===== src/rtl/modpow_pkg.sv =====
package modpow_pkg;

	localparam int BASE_W       = 63;
	localparam int EXP_FIELD_W  = 31;
	localparam int MOD_FIELD_W  = 31;
	localparam int RES_W        = 31;
	localparam int EXP_W_DEF    = 31;
	localparam int MOD_W_DEF    = 31;

	typedef enum logic [2:0] {
		ST_IDLE,
		ST_BASE,
		ST_BIT,
		ST_MUL_ACC,
		ST_RED_ACC,
		ST_MUL_SQ,
		ST_RED_SQ,
		ST_FIN
	} state_t;

	typedef struct packed {
		logic load;
		logic mul_acc;
		logic mul_sq;
		logic red_step;
		logic to_base;
		logic to_acc;
		logic shift_e;
		logic out_load;
	} dp_cmd_t;

	typedef struct packed {
		logic red_done;
		logic e_zero;
		logic e_lsb;
		logic e_next_zero;
	} dp_status_t;

endpackage


===== src/rtl/modpow_datapath.sv =====
module modpow_datapath
	import modpow_pkg::*;
#(
	parameter int EXPONENT_WIDTH = EXP_W_DEF,
	parameter int MODULUS_WIDTH  = MOD_W_DEF
) (
	input  logic                   clk,
	input  logic                   arst_n,
	input  logic                   cfg_wr_en,
	input  logic [MOD_FIELD_W-1:0] cfg_wr_data,
	input  logic [BASE_W-1:0]      base_value,
	input  logic [EXP_FIELD_W-1:0] exponent_value,
	input  dp_cmd_t                cmd,
	output dp_status_t             status,
	output logic [RES_W-1:0]       power_result
);

	localparam int MW         = MODULUS_WIDTH;
	localparam int EW         = EXPONENT_WIDTH;
	localparam int PROD_W     = 2 * MW;
	localparam int DIV_W      = (PROD_W > BASE_W) ? PROD_W : BASE_W;
	localparam int BASE_SHIFT = DIV_W - BASE_W;
	localparam int PROD_SHIFT = DIV_W - PROD_W;
	localparam int CNT_W      = $clog2(DIV_W + 1);

	logic [MW-1:0]     mod_q;
	logic [MW-1:0]     mod_eff;
	logic [MW-1:0]     acc_q;
	logic [MW-1:0]     b_q;
	logic [EW-1:0]     e_q;
	logic [DIV_W-1:0]  sh_q;
	logic [MW-1:0]     rem_q;
	logic [CNT_W-1:0]  cnt_q;
	logic [RES_W-1:0]  result_q;
	logic [MW-1:0]     mul_a;
	logic [PROD_W-1:0] product;
	logic [MW:0]       cand;
	logic [MW:0]       cand_sub;
	logic [MW-1:0]     rem_next;

	always_ff @(posedge clk or negedge arst_n) begin
		if (!arst_n) begin
			mod_q <= MW'(1);
		end else if (cfg_wr_en) begin
			mod_q <= MW'(cfg_wr_data);
		end
	end

	assign mod_eff  = (mod_q == '0) ? MW'(1) : mod_q;
	assign mul_a    = cmd.mul_acc ? acc_q : b_q;
	assign product  = PROD_W'(mul_a) * PROD_W'(b_q);
	assign cand     = {rem_q, sh_q[DIV_W-1]};
	assign cand_sub = cand - {1'b0, mod_eff};
	assign rem_next = (cand >= {1'b0, mod_eff}) ? cand_sub[MW-1:0] : cand[MW-1:0];

	always_ff @(posedge clk) begin
		if (cmd.load) begin
			sh_q  <= DIV_W'(base_value) << BASE_SHIFT;
			rem_q <= '0;
			cnt_q <= CNT_W'(BASE_W);
			e_q   <= EW'(exponent_value);
			acc_q <= MW'(1);
		end else if (cmd.mul_acc || cmd.mul_sq) begin
			sh_q  <= DIV_W'(product) << PROD_SHIFT;
			rem_q <= '0;
			cnt_q <= CNT_W'(PROD_W);
		end else if (cmd.red_step) begin
			sh_q  <= sh_q << 1;
			rem_q <= rem_next;
			cnt_q <= cnt_q - CNT_W'(1);
		end
		if (cmd.to_base) begin
			b_q <= rem_q;
		end
		if (cmd.to_acc) begin
			acc_q <= rem_q;
		end
		if (cmd.shift_e) begin
			e_q <= e_q >> 1;
		end
		if (cmd.out_load) begin
			result_q <= RES_W'(acc_q);
		end
	end

	assign status.red_done    = (cnt_q == '0);
	assign status.e_zero      = (e_q == '0);
	assign status.e_lsb       = e_q[0];
	assign status.e_next_zero = ((e_q >> 1) == '0);
	assign power_result       = result_q;

endmodule


===== src/rtl/modpow_ctrl.sv =====
module modpow_ctrl
	import modpow_pkg::*;
(
	input  logic       clk,
	input  logic       arst_n,
	input  logic       in_valid,
	output logic       in_stall,
	output logic       out_valid,
	input  logic       out_stall,
	input  dp_status_t status,
	output dp_cmd_t    cmd
);

	state_t state_q;
	state_t state_next;
	logic   out_valid_q;
	logic   out_free;

	assign out_free = !out_valid_q || !out_stall;

	always_ff @(posedge clk or negedge arst_n) begin
		if (!arst_n) begin
			state_q     <= ST_IDLE;
			out_valid_q <= 1'b0;
		end else begin
			state_q <= state_next;
			if (cmd.out_load) begin
				out_valid_q <= 1'b1;
			end else if (!out_stall) begin
				out_valid_q <= 1'b0;
			end
		end
	end

	always_comb begin
		state_next = state_q;
		unique case (state_q)
			ST_IDLE: begin
				if (in_valid) state_next = ST_BASE;
			end
			ST_BASE: begin
				if (status.red_done) state_next = ST_BIT;
			end
			ST_BIT: begin
				priority if (status.e_zero) state_next = ST_FIN;
				else if (status.e_lsb) state_next = ST_MUL_ACC;
				else state_next = ST_MUL_SQ;
			end
			ST_MUL_ACC: state_next = ST_RED_ACC;
			ST_RED_ACC: begin
				if (status.red_done) begin
					state_next = status.e_next_zero ? ST_BIT : ST_MUL_SQ;
				end
			end
			ST_MUL_SQ: state_next = ST_RED_SQ;
			ST_RED_SQ: begin
				if (status.red_done) state_next = ST_BIT;
			end
			ST_FIN: begin
				if (out_free) state_next = ST_IDLE;
			end
			default: state_next = ST_IDLE;
		endcase
	end

	always_comb begin
		cmd = '0;
		unique case (state_q)
			ST_IDLE: cmd.load = in_valid;
			ST_BASE: begin
				cmd.red_step = !status.red_done;
				cmd.to_base  = status.red_done;
			end
			ST_BIT: ;
			ST_MUL_ACC: cmd.mul_acc = 1'b1;
			ST_RED_ACC: begin
				cmd.red_step = !status.red_done;
				cmd.to_acc   = status.red_done;
				cmd.shift_e  = status.red_done && status.e_next_zero;
			end
			ST_MUL_SQ: cmd.mul_sq = 1'b1;
			ST_RED_SQ: begin
				cmd.red_step = !status.red_done;
				cmd.to_base  = status.red_done;
				cmd.shift_e  = status.red_done;
			end
			ST_FIN: cmd.out_load = out_free;
			default: ;
		endcase
	end

	assign in_stall  = (state_q != ST_IDLE);
	assign out_valid = out_valid_q;

endmodule


===== src/rtl/modular_power.sv =====
// The base is first reduced modulo the modulus; then for each scanned exponent bit there is
// one decision state plus a multiply state and a bitwise reduction per modular product; the square
// after the top set bit is skipped, and a last decision state and an output load end the request.
// Only one request is in work at a time: in_stall stays high until the controller is back in
// idle, and the output load waits while a previous result is still held by out_stall.
// Reset (arst_n low) clears the controller, the output valid and sets the modulus to 1.
module modular_power
	import modpow_pkg::*;
#(
	parameter int EXPONENT_WIDTH = EXP_W_DEF,
	parameter int MODULUS_WIDTH  = MOD_W_DEF
) (
	input  logic                   clk,
	input  logic                   arst_n,
	input  logic                   cfg_wr_en,
	input  logic [MOD_FIELD_W-1:0] cfg_wr_data,
	input  logic                   in_valid,
	output logic                   in_stall,
	input  logic [BASE_W-1:0]      base_value,
	input  logic [EXP_FIELD_W-1:0] exponent_value,
	output logic                   out_valid,
	input  logic                   out_stall,
	output logic [RES_W-1:0]       power_result
);

	dp_cmd_t    cmd;
	dp_status_t status;

	modpow_ctrl u_ctrl (
		.clk       (clk),
		.arst_n    (arst_n),
		.in_valid  (in_valid),
		.in_stall  (in_stall),
		.out_valid (out_valid),
		.out_stall (out_stall),
		.status    (status),
		.cmd       (cmd)
	);

	modpow_datapath #(
		.EXPONENT_WIDTH (EXPONENT_WIDTH),
		.MODULUS_WIDTH  (MODULUS_WIDTH)
	) u_datapath (
		.clk            (clk),
		.arst_n         (arst_n),
		.cfg_wr_en      (cfg_wr_en),
		.cfg_wr_data    (cfg_wr_data),
		.base_value     (base_value),
		.exponent_value (exponent_value),
		.cmd            (cmd),
		.status         (status),
		.power_result   (power_result)
	);

	a_busy_after_accept: assert property (@(posedge clk) disable iff (!arst_n)
		(in_valid && !in_stall) |=> in_stall)
		else $error("input not stalled after a request was taken");

	a_result_from_work: assert property (@(posedge clk) disable iff (!arst_n)
		$rose(out_valid) |-> $past(in_stall))
		else $error("result appeared without a request in work");

	a_single_command: assert property (@(posedge clk) disable iff (!arst_n)
		$onehot0({cmd.load, cmd.mul_acc, cmd.mul_sq, cmd.red_step}))
		else $error("conflicting datapath commands");

endmodule

===== config.mk =====
export PLATFORM = sky130hd
export DESIGN_NAME = modular_power
export DESIGN_NICKNAME = d
export VERILOG_FILES = /design/src/rtl/modpow_pkg.sv /design/src/rtl/modpow_datapath.sv /design/src/rtl/modpow_ctrl.sv /design/src/rtl/modular_power.sv
export SDC_FILE = /design/constraint.sdc
export NUM_CORES = 2
export LEC_CHECK = 0
export BUFFER_PORTS_ARGS = -buffer_cell sky130_fd_sc_hd__buf_2
export CORE_MARGIN = 4
export CORE_UTILIZATION = 60
export CTS_CLUSTER_SIZE = 10
export DETAILED_ROUTE_END_ITERATION = 10
export PLACE_DENSITY = 0.78
export SYNTH_ARGS = -nofsm -noshare
export SYNTH_HDL_FRONTEND = slang
export SYNTH_HIERARCHICAL = 1
export SYNTH_SLANG_ARGS = --single-unit

===== constraint.sdc =====
create_clock -name clk -period 22 [get_ports clk]
set_input_delay 4.4 -clock clk [delete_from_list [all_inputs] [get_ports clk]]
set_output_delay 4.4 -clock clk [all_outputs]
set_load 0.01 [all_outputs]

* Word-level counts from Yosys, hierarchy flattened *
Index checks and enable logic that the tools add are counted.

word-level totals
  memory bits (writable) = 0
  memories = 0
  output and inout bits = 33
  bits of input ports = 130
  flip-flop bits (word level) = 259
  latch bits = 0
  ROM bits = 0

cells by class
  mux-type cells = 30
  reduce and logical (&&, ||, !) cells = 20
  $lt $le $gt $ge = 1
  divide/modulo/power cells = 0
  bitwise operators = 0
  add/subtract/negate cells = 2
  equal/unequal tests = 12
  shifts and indexed selects = 0
  multipliers = 1

operators by type and width
  kind                                                    number
  two-way mux 63 bit                                      3
  two-way mux 31 bit                                      5
  zero test 31 bit                                        3
  multiplier 31 x 31 -> 62 bit                            1
  two-way mux 30 bit                                      2
  greater-or-equal comparator 32 x 31 -> 1 bit            1
  subtractor 31 bit                                       1
  two-way mux 3 bit                                       7
  case mux 3 bit (7 select lines)                         1
  == test 3 bit (second input constant)                   4
  two-way mux 1 bit                                       11
  inequality test 2 x 1 -> 1 bit (second input constant)  4
  == test 3 x 2 -> 1 bit (second input constant)          2
  zero test 6 bit                                         1
  nonzero test 2 bit                                      3
  nonzero test 3 bit                                      2
  subtractor 6 x 1 -> 6 bit (second input constant)       1
  AND reduction 4 bit                                     1
  OR reduction 2 bit                                      2
  == test 3 x 1 -> 1 bit (second input constant)          1
  zero test 1 bit                                         3
  zero test 3 bit                                         1
  OR reduction 3 bit                                      1
  logical OR 1 bit                                        2
  3 further kinds                                         3

* Depth between registers and ports, before layout *
  depth in word-level cells = 6
  depth in mapped cells = 33
  depth with buffers taken out = 28

* By module *
Netlist, hierarchy kept.

by module, submodules not included
  module           seq. area each (µm²)  instances  area each (µm²)  cells each
  modpow_datapath  7123.1                1          43909.6          4581
  modpow_ctrl      100.1                 1          331.6            43

* Least setup slack after synthesis *
No wires, ideal clock.

  path type = register to register
  start = register u_ctrl.state_q[0]
  end = register u_datapath.sh_q[62] (data pin)
  buffers on the path = 4
  data arrival time = 8.216 ns
  cell stages (with the launch flop) = 30
  setup time = 0.261 ns
  setup slack = 13.523 ns
  clock period less this slack = 8.477 ns
  path through = dfrtp_1 clkbuf_1 and3_1 clkbuf_1 buf_1 mux2_2 clkbuf_1 and2_1 fa_1 inv_1 fa_1 inv_1 fa_1 inv_1 fa_1 inv_1 fa_1 fa_1 fa_1 fa_1 ha_1 a21oi_1 o21ai_0 a221oi_2 nor4b_1 a21oi_1 o21ai_2 a31oi_2 xnor2_1 a221o_1

RTL lines
  item                      line                   RTL
  start: declaration        modpow_ctrl.sv:14      state_t state_q;
  start signal: assignment  modpow_ctrl.sv:26      state_q <= state_next;
  end signal: assignment    modpow_datapath.sv:58  sh_q <= DIV_W'(base_value) << BASE_SHIFT;
  end signal: assignment    modpow_datapath.sv:64  sh_q <= DIV_W'(product) << PROD_SHIFT;
  end signal: assignment    modpow_datapath.sv:68  sh_q <= sh_q << 1;
  end: declaration          modpow_datapath.sv:31  logic [DIV_W-1:0] sh_q;

==> flow_metrics.env <==
export IMPL_status="finished clean"
export IMPL_ant_nets=0
export IMPL_synth_area_leaders="fa_1 38%, edfxtp_1 13%, ha_1 8.1%"
export IMPL_syn2layout_area_growth_pct=4.958
export IMPL_holdBufCountCts=0
export IMPL_syn_area_um2=44240
export IMPL_seq_area_frac_synth=0.1633
export IMPL_ys_types=88
export IMPL_min_path_cells=0
export IMPL_grt_overflow_total=0
export IMPL_synth_fp_nets=5880
export IMPL_tightestPinTransition_ns=1.086
export IMPL_drv_cap=0
export IMPL_cts_max_level=1
export IMPL_wl_per_cell_um=21.59
export IMPL_r2r_end="u_datapath/sh_q[62]$_DFFE_PP_"
export IMPL_final_common_cell="fa_1"
export IMPL_timing_rr_start="u_ctrl/state_q[0]$_DFFE_PN0P_"
export IMPL_fillerInstances=5965
export IMPL_gp_congestion=0.9746
export IMPL_period_share=0.4309
export IMPL_yosys_warnings=6
export IMPL_hold_end="u_datapath/b_q[30]$_DFFE_PP_"
export IMPL_final_nets=5830
export IMPL_initial_core_util=0.6054
export IMPL_core_um2=73080
export IMPL_setup_viol=0
export IMPL_dpl_hpwl_um=94530
export IMPL_end_kind="flop"
export IMPL_fp_dieArea_um2=78140
export IMPL_drive_gt1_frac=0.07958
export IMPL_fmax_ghz=0.1055
export IMPL_min_from="u_datapath/rem_q[30]$_SDFFE_PP0P_"
export IMPL_final_hold_viol_count=0
export IMPL_final_cell_mix="838 x fa_1, 820 x inv_1, 610 x nand2_1"
export IMPL_cts_sinks=259
export IMPL_postSynthAreaPerCell_um2=9.568
export IMPL_clock_root_buffer="clkbuf_16"
export IMPL_setup_worst_path_class="reg2reg"
export IMPL_clk_pin_slew_ns=0.06
export IMPL_vias=32620
export IMPL_ff_latch_area_um2=7223
export IMPL_worstPathRequired_ns=22.33
export IMPL_worst_setup_path_start_kind="flop"
export IMPL_worstPathMaxFanout=36
export IMPL_chipWidth_um=279.5
export IMPL_vias_per_cell=5.868
export IMPL_final_max_slew_violation_count=0
export IMPL_max_slew_margin_rel=0.2745
export IMPL_hold_class="reg2reg"
export IMPL_post_route_min_period_ns=9.479
export IMPL_ys_ff_latch=259
export IMPL_netlist_area_leader_share=0.3792
export IMPL_grt_max_degree=85
export IMPL_num_rows=99
export IMPL_cp_arrival_ns=9.81
export IMPL_async_flop_share=0.1351
export IMPL_reg2reg_slack_ns=12.52
export IMPL_netlist_instances=4624
export IMPL_cts_made_buffers=31
export IMPL_grt_pass1_wl_um=193600
export IMPL_yosysTopAreaCell="fa_1"
export IMPL_insertion_delay_ns=0.59
export IMPL_rsz0062_at_grt="no"
export IMPL_dpl_cell_count=5500
export IMPL_grt_util_all_layers=0.3151
export IMPL_synth_ff_type="edfxtp_1"
export IMPL_finish_utilization=0.6354
export IMPL_cts_repair_resized=0
export IMPL_reg2reg_depth=26
export IMPL_synth_edf_count=186
export IMPL_finalNonFillerCells=5559
export IMPL_io_pins=163
export IMPL_clk_path_buf_depth=3
export IMPL_die_h_um=279.5
export IMPL_timing_setup_tns_ns=0
export IMPL_drt_total_wl_um=120000
export IMPL_antenna_found_initial=5
export IMPL_drc=0
export IMPL_multi_input_comb_area_um2=32830
export IMPL_firstDrtPassIters=6
export IMPL_grt_pass1_vias=35220
export IMPL_post_cts_setup_buffers=0
export IMPL_port_buffers=162
export IMPL_drt_iter0_markers=2594
export IMPL_fin_skew_ns=0.03713
export IMPL_cts_tree="built"
==> layer usage <==
metal,track usage,wire length [um],up-vias
met2,0.5260,57540,1487
met1,0.4082,45480,16570
met5,0,0,-
li1,-,-,14280
met3,0.06601,11350,285
met4,0.1231,5643,0
==> synth_stat cells, types with 27 or more instances <==
cell,n
xor2_1,36
mux2i_1,30
a21oi_1,131
xnor2_1,44
o21a_1,56
nor3_1,27
mux2_2,66
nor2_1,87
o21ai_0,134
ha_1,288
clkbuf_1,257
a21o_1,44
nand4_1,30
dfxtp_1,38
edfxtp_1,186
o211ai_1,36
dfrtp_1,34
fa_1,838
nand2_1,610
and2_1,520
inv_1,822
==> logic make-up (layout without fill, tap and decap cells) <==
logic type | Yosys count | after routing | synth area share
fa+ha+maj | 1126 | 1126 | 0.4606
buf+inv | 1112 | 1087 | 0.09573
other cells | 0 | 1 | 0
xor+xnor | 80 | 80 | 0.01584
flops | 259 | 259 | 0.1633
simple gates | 1388 | 1388 | 0.1568
compound gates | 561 | 561 | 0.08363
mux | 98 | 98 | 0.02410
==> worst max-delay path by stage <==
stage,slack [ns],startpoint,endpoint,depth (start not counted)
detailed placement,12.67,u_ctrl/state_q[0]$_DFFE_PN0P_,u_datapath/sh_q[62]$_DFFE_PP_,26
CTS,12.61,u_ctrl/state_q[0]$_DFFE_PN0P_,u_datapath/sh_q[62]$_DFFE_PP_,26
global placement,12.83,u_ctrl/state_q[0]$_DFFE_PN0P_,u_datapath/sh_q[55]$_DFFE_PP_,24
global route,12.12,u_ctrl/state_q[0]$_DFFE_PN0P_,u_datapath/sh_q[62]$_DFFE_PP_,26
floorplan,13.52,u_ctrl/state_q[0]$_DFFE_PN0P_,u_datapath/sh_q[62]$_DFFE_PP_,29
finish,12.52,u_ctrl/state_q[0]$_DFFE_PN0P_,u_datapath/sh_q[62]$_DFFE_PP_,26
==> through the flow <==
stage | instance area [um2] | hold slack, ns | setup WS, ns
2_1_floorplan | 44240 | 0.4383 | 13.52
3_3_place_gp | 45490 | 0.4746 | 12.83
4_1_cts | 46430 | 0.4966 | 12.61
3_5_place_dp | 45490 | 0.4833 | 12.67
5_1_grt | 46430 | 0.5018 | 12.12
6_report | 46430 | 0.4955 | 12.52
==> layout make-up <==
class / instances / area share
multi-input combinational: 3253 / 0.7071
sequential: 259 / 0.1556
inverter: 822 / 0.06645
tap: 959 / 0.02584
timing repair buffer: 207 / 0.02474
clock buffer: 55 / 0.01954
clock inverter: 3 / 0.0007275
antenna: 1 / 0.00005389
==> state kept, by name, indices dropped and copies added (netlist names) <==
register and count:
u_datapath/sh_q 63, u_datapath/acc_q 31, u_datapath/b_q 31, u_datapath/e_q 31
u_datapath/mod_q 31, u_datapath/power_result 31, u_datapath/rem_q 31, u_datapath/cnt_q 6
u_ctrl/state_q 3, u_ctrl/out_valid 1
==> critical path, cell delays in order, from the launching register on <==
cell and delay, ns:
dfrtp_1 0.57, and3_2 0.25, buf_4 0.56, mux2_2 0.69, and2_1 0.30, fa_1 0.53, inv_1 0.06, fa_1 0.54
inv_1 0.05, fa_1 0.50, inv_1 0.07, fa_1 0.55, inv_1 0.06, fa_1 0.54, fa_1 0.45, fa_1 0.56
fa_1 0.43, ha_1 0.46, a21oi_1 0.16, o21ai_0 0.33, a221oi_2 0.09, nor4b_1 0.42, a21oi_1 0.20, o21ai_2 0.20
a31oi_2 0.11, xnor2_1 0.15, a221o_1 0.33
Power is not shown: default switching activity piles up to over one toggle a cycle in this logic, so the estimate is an artifact.
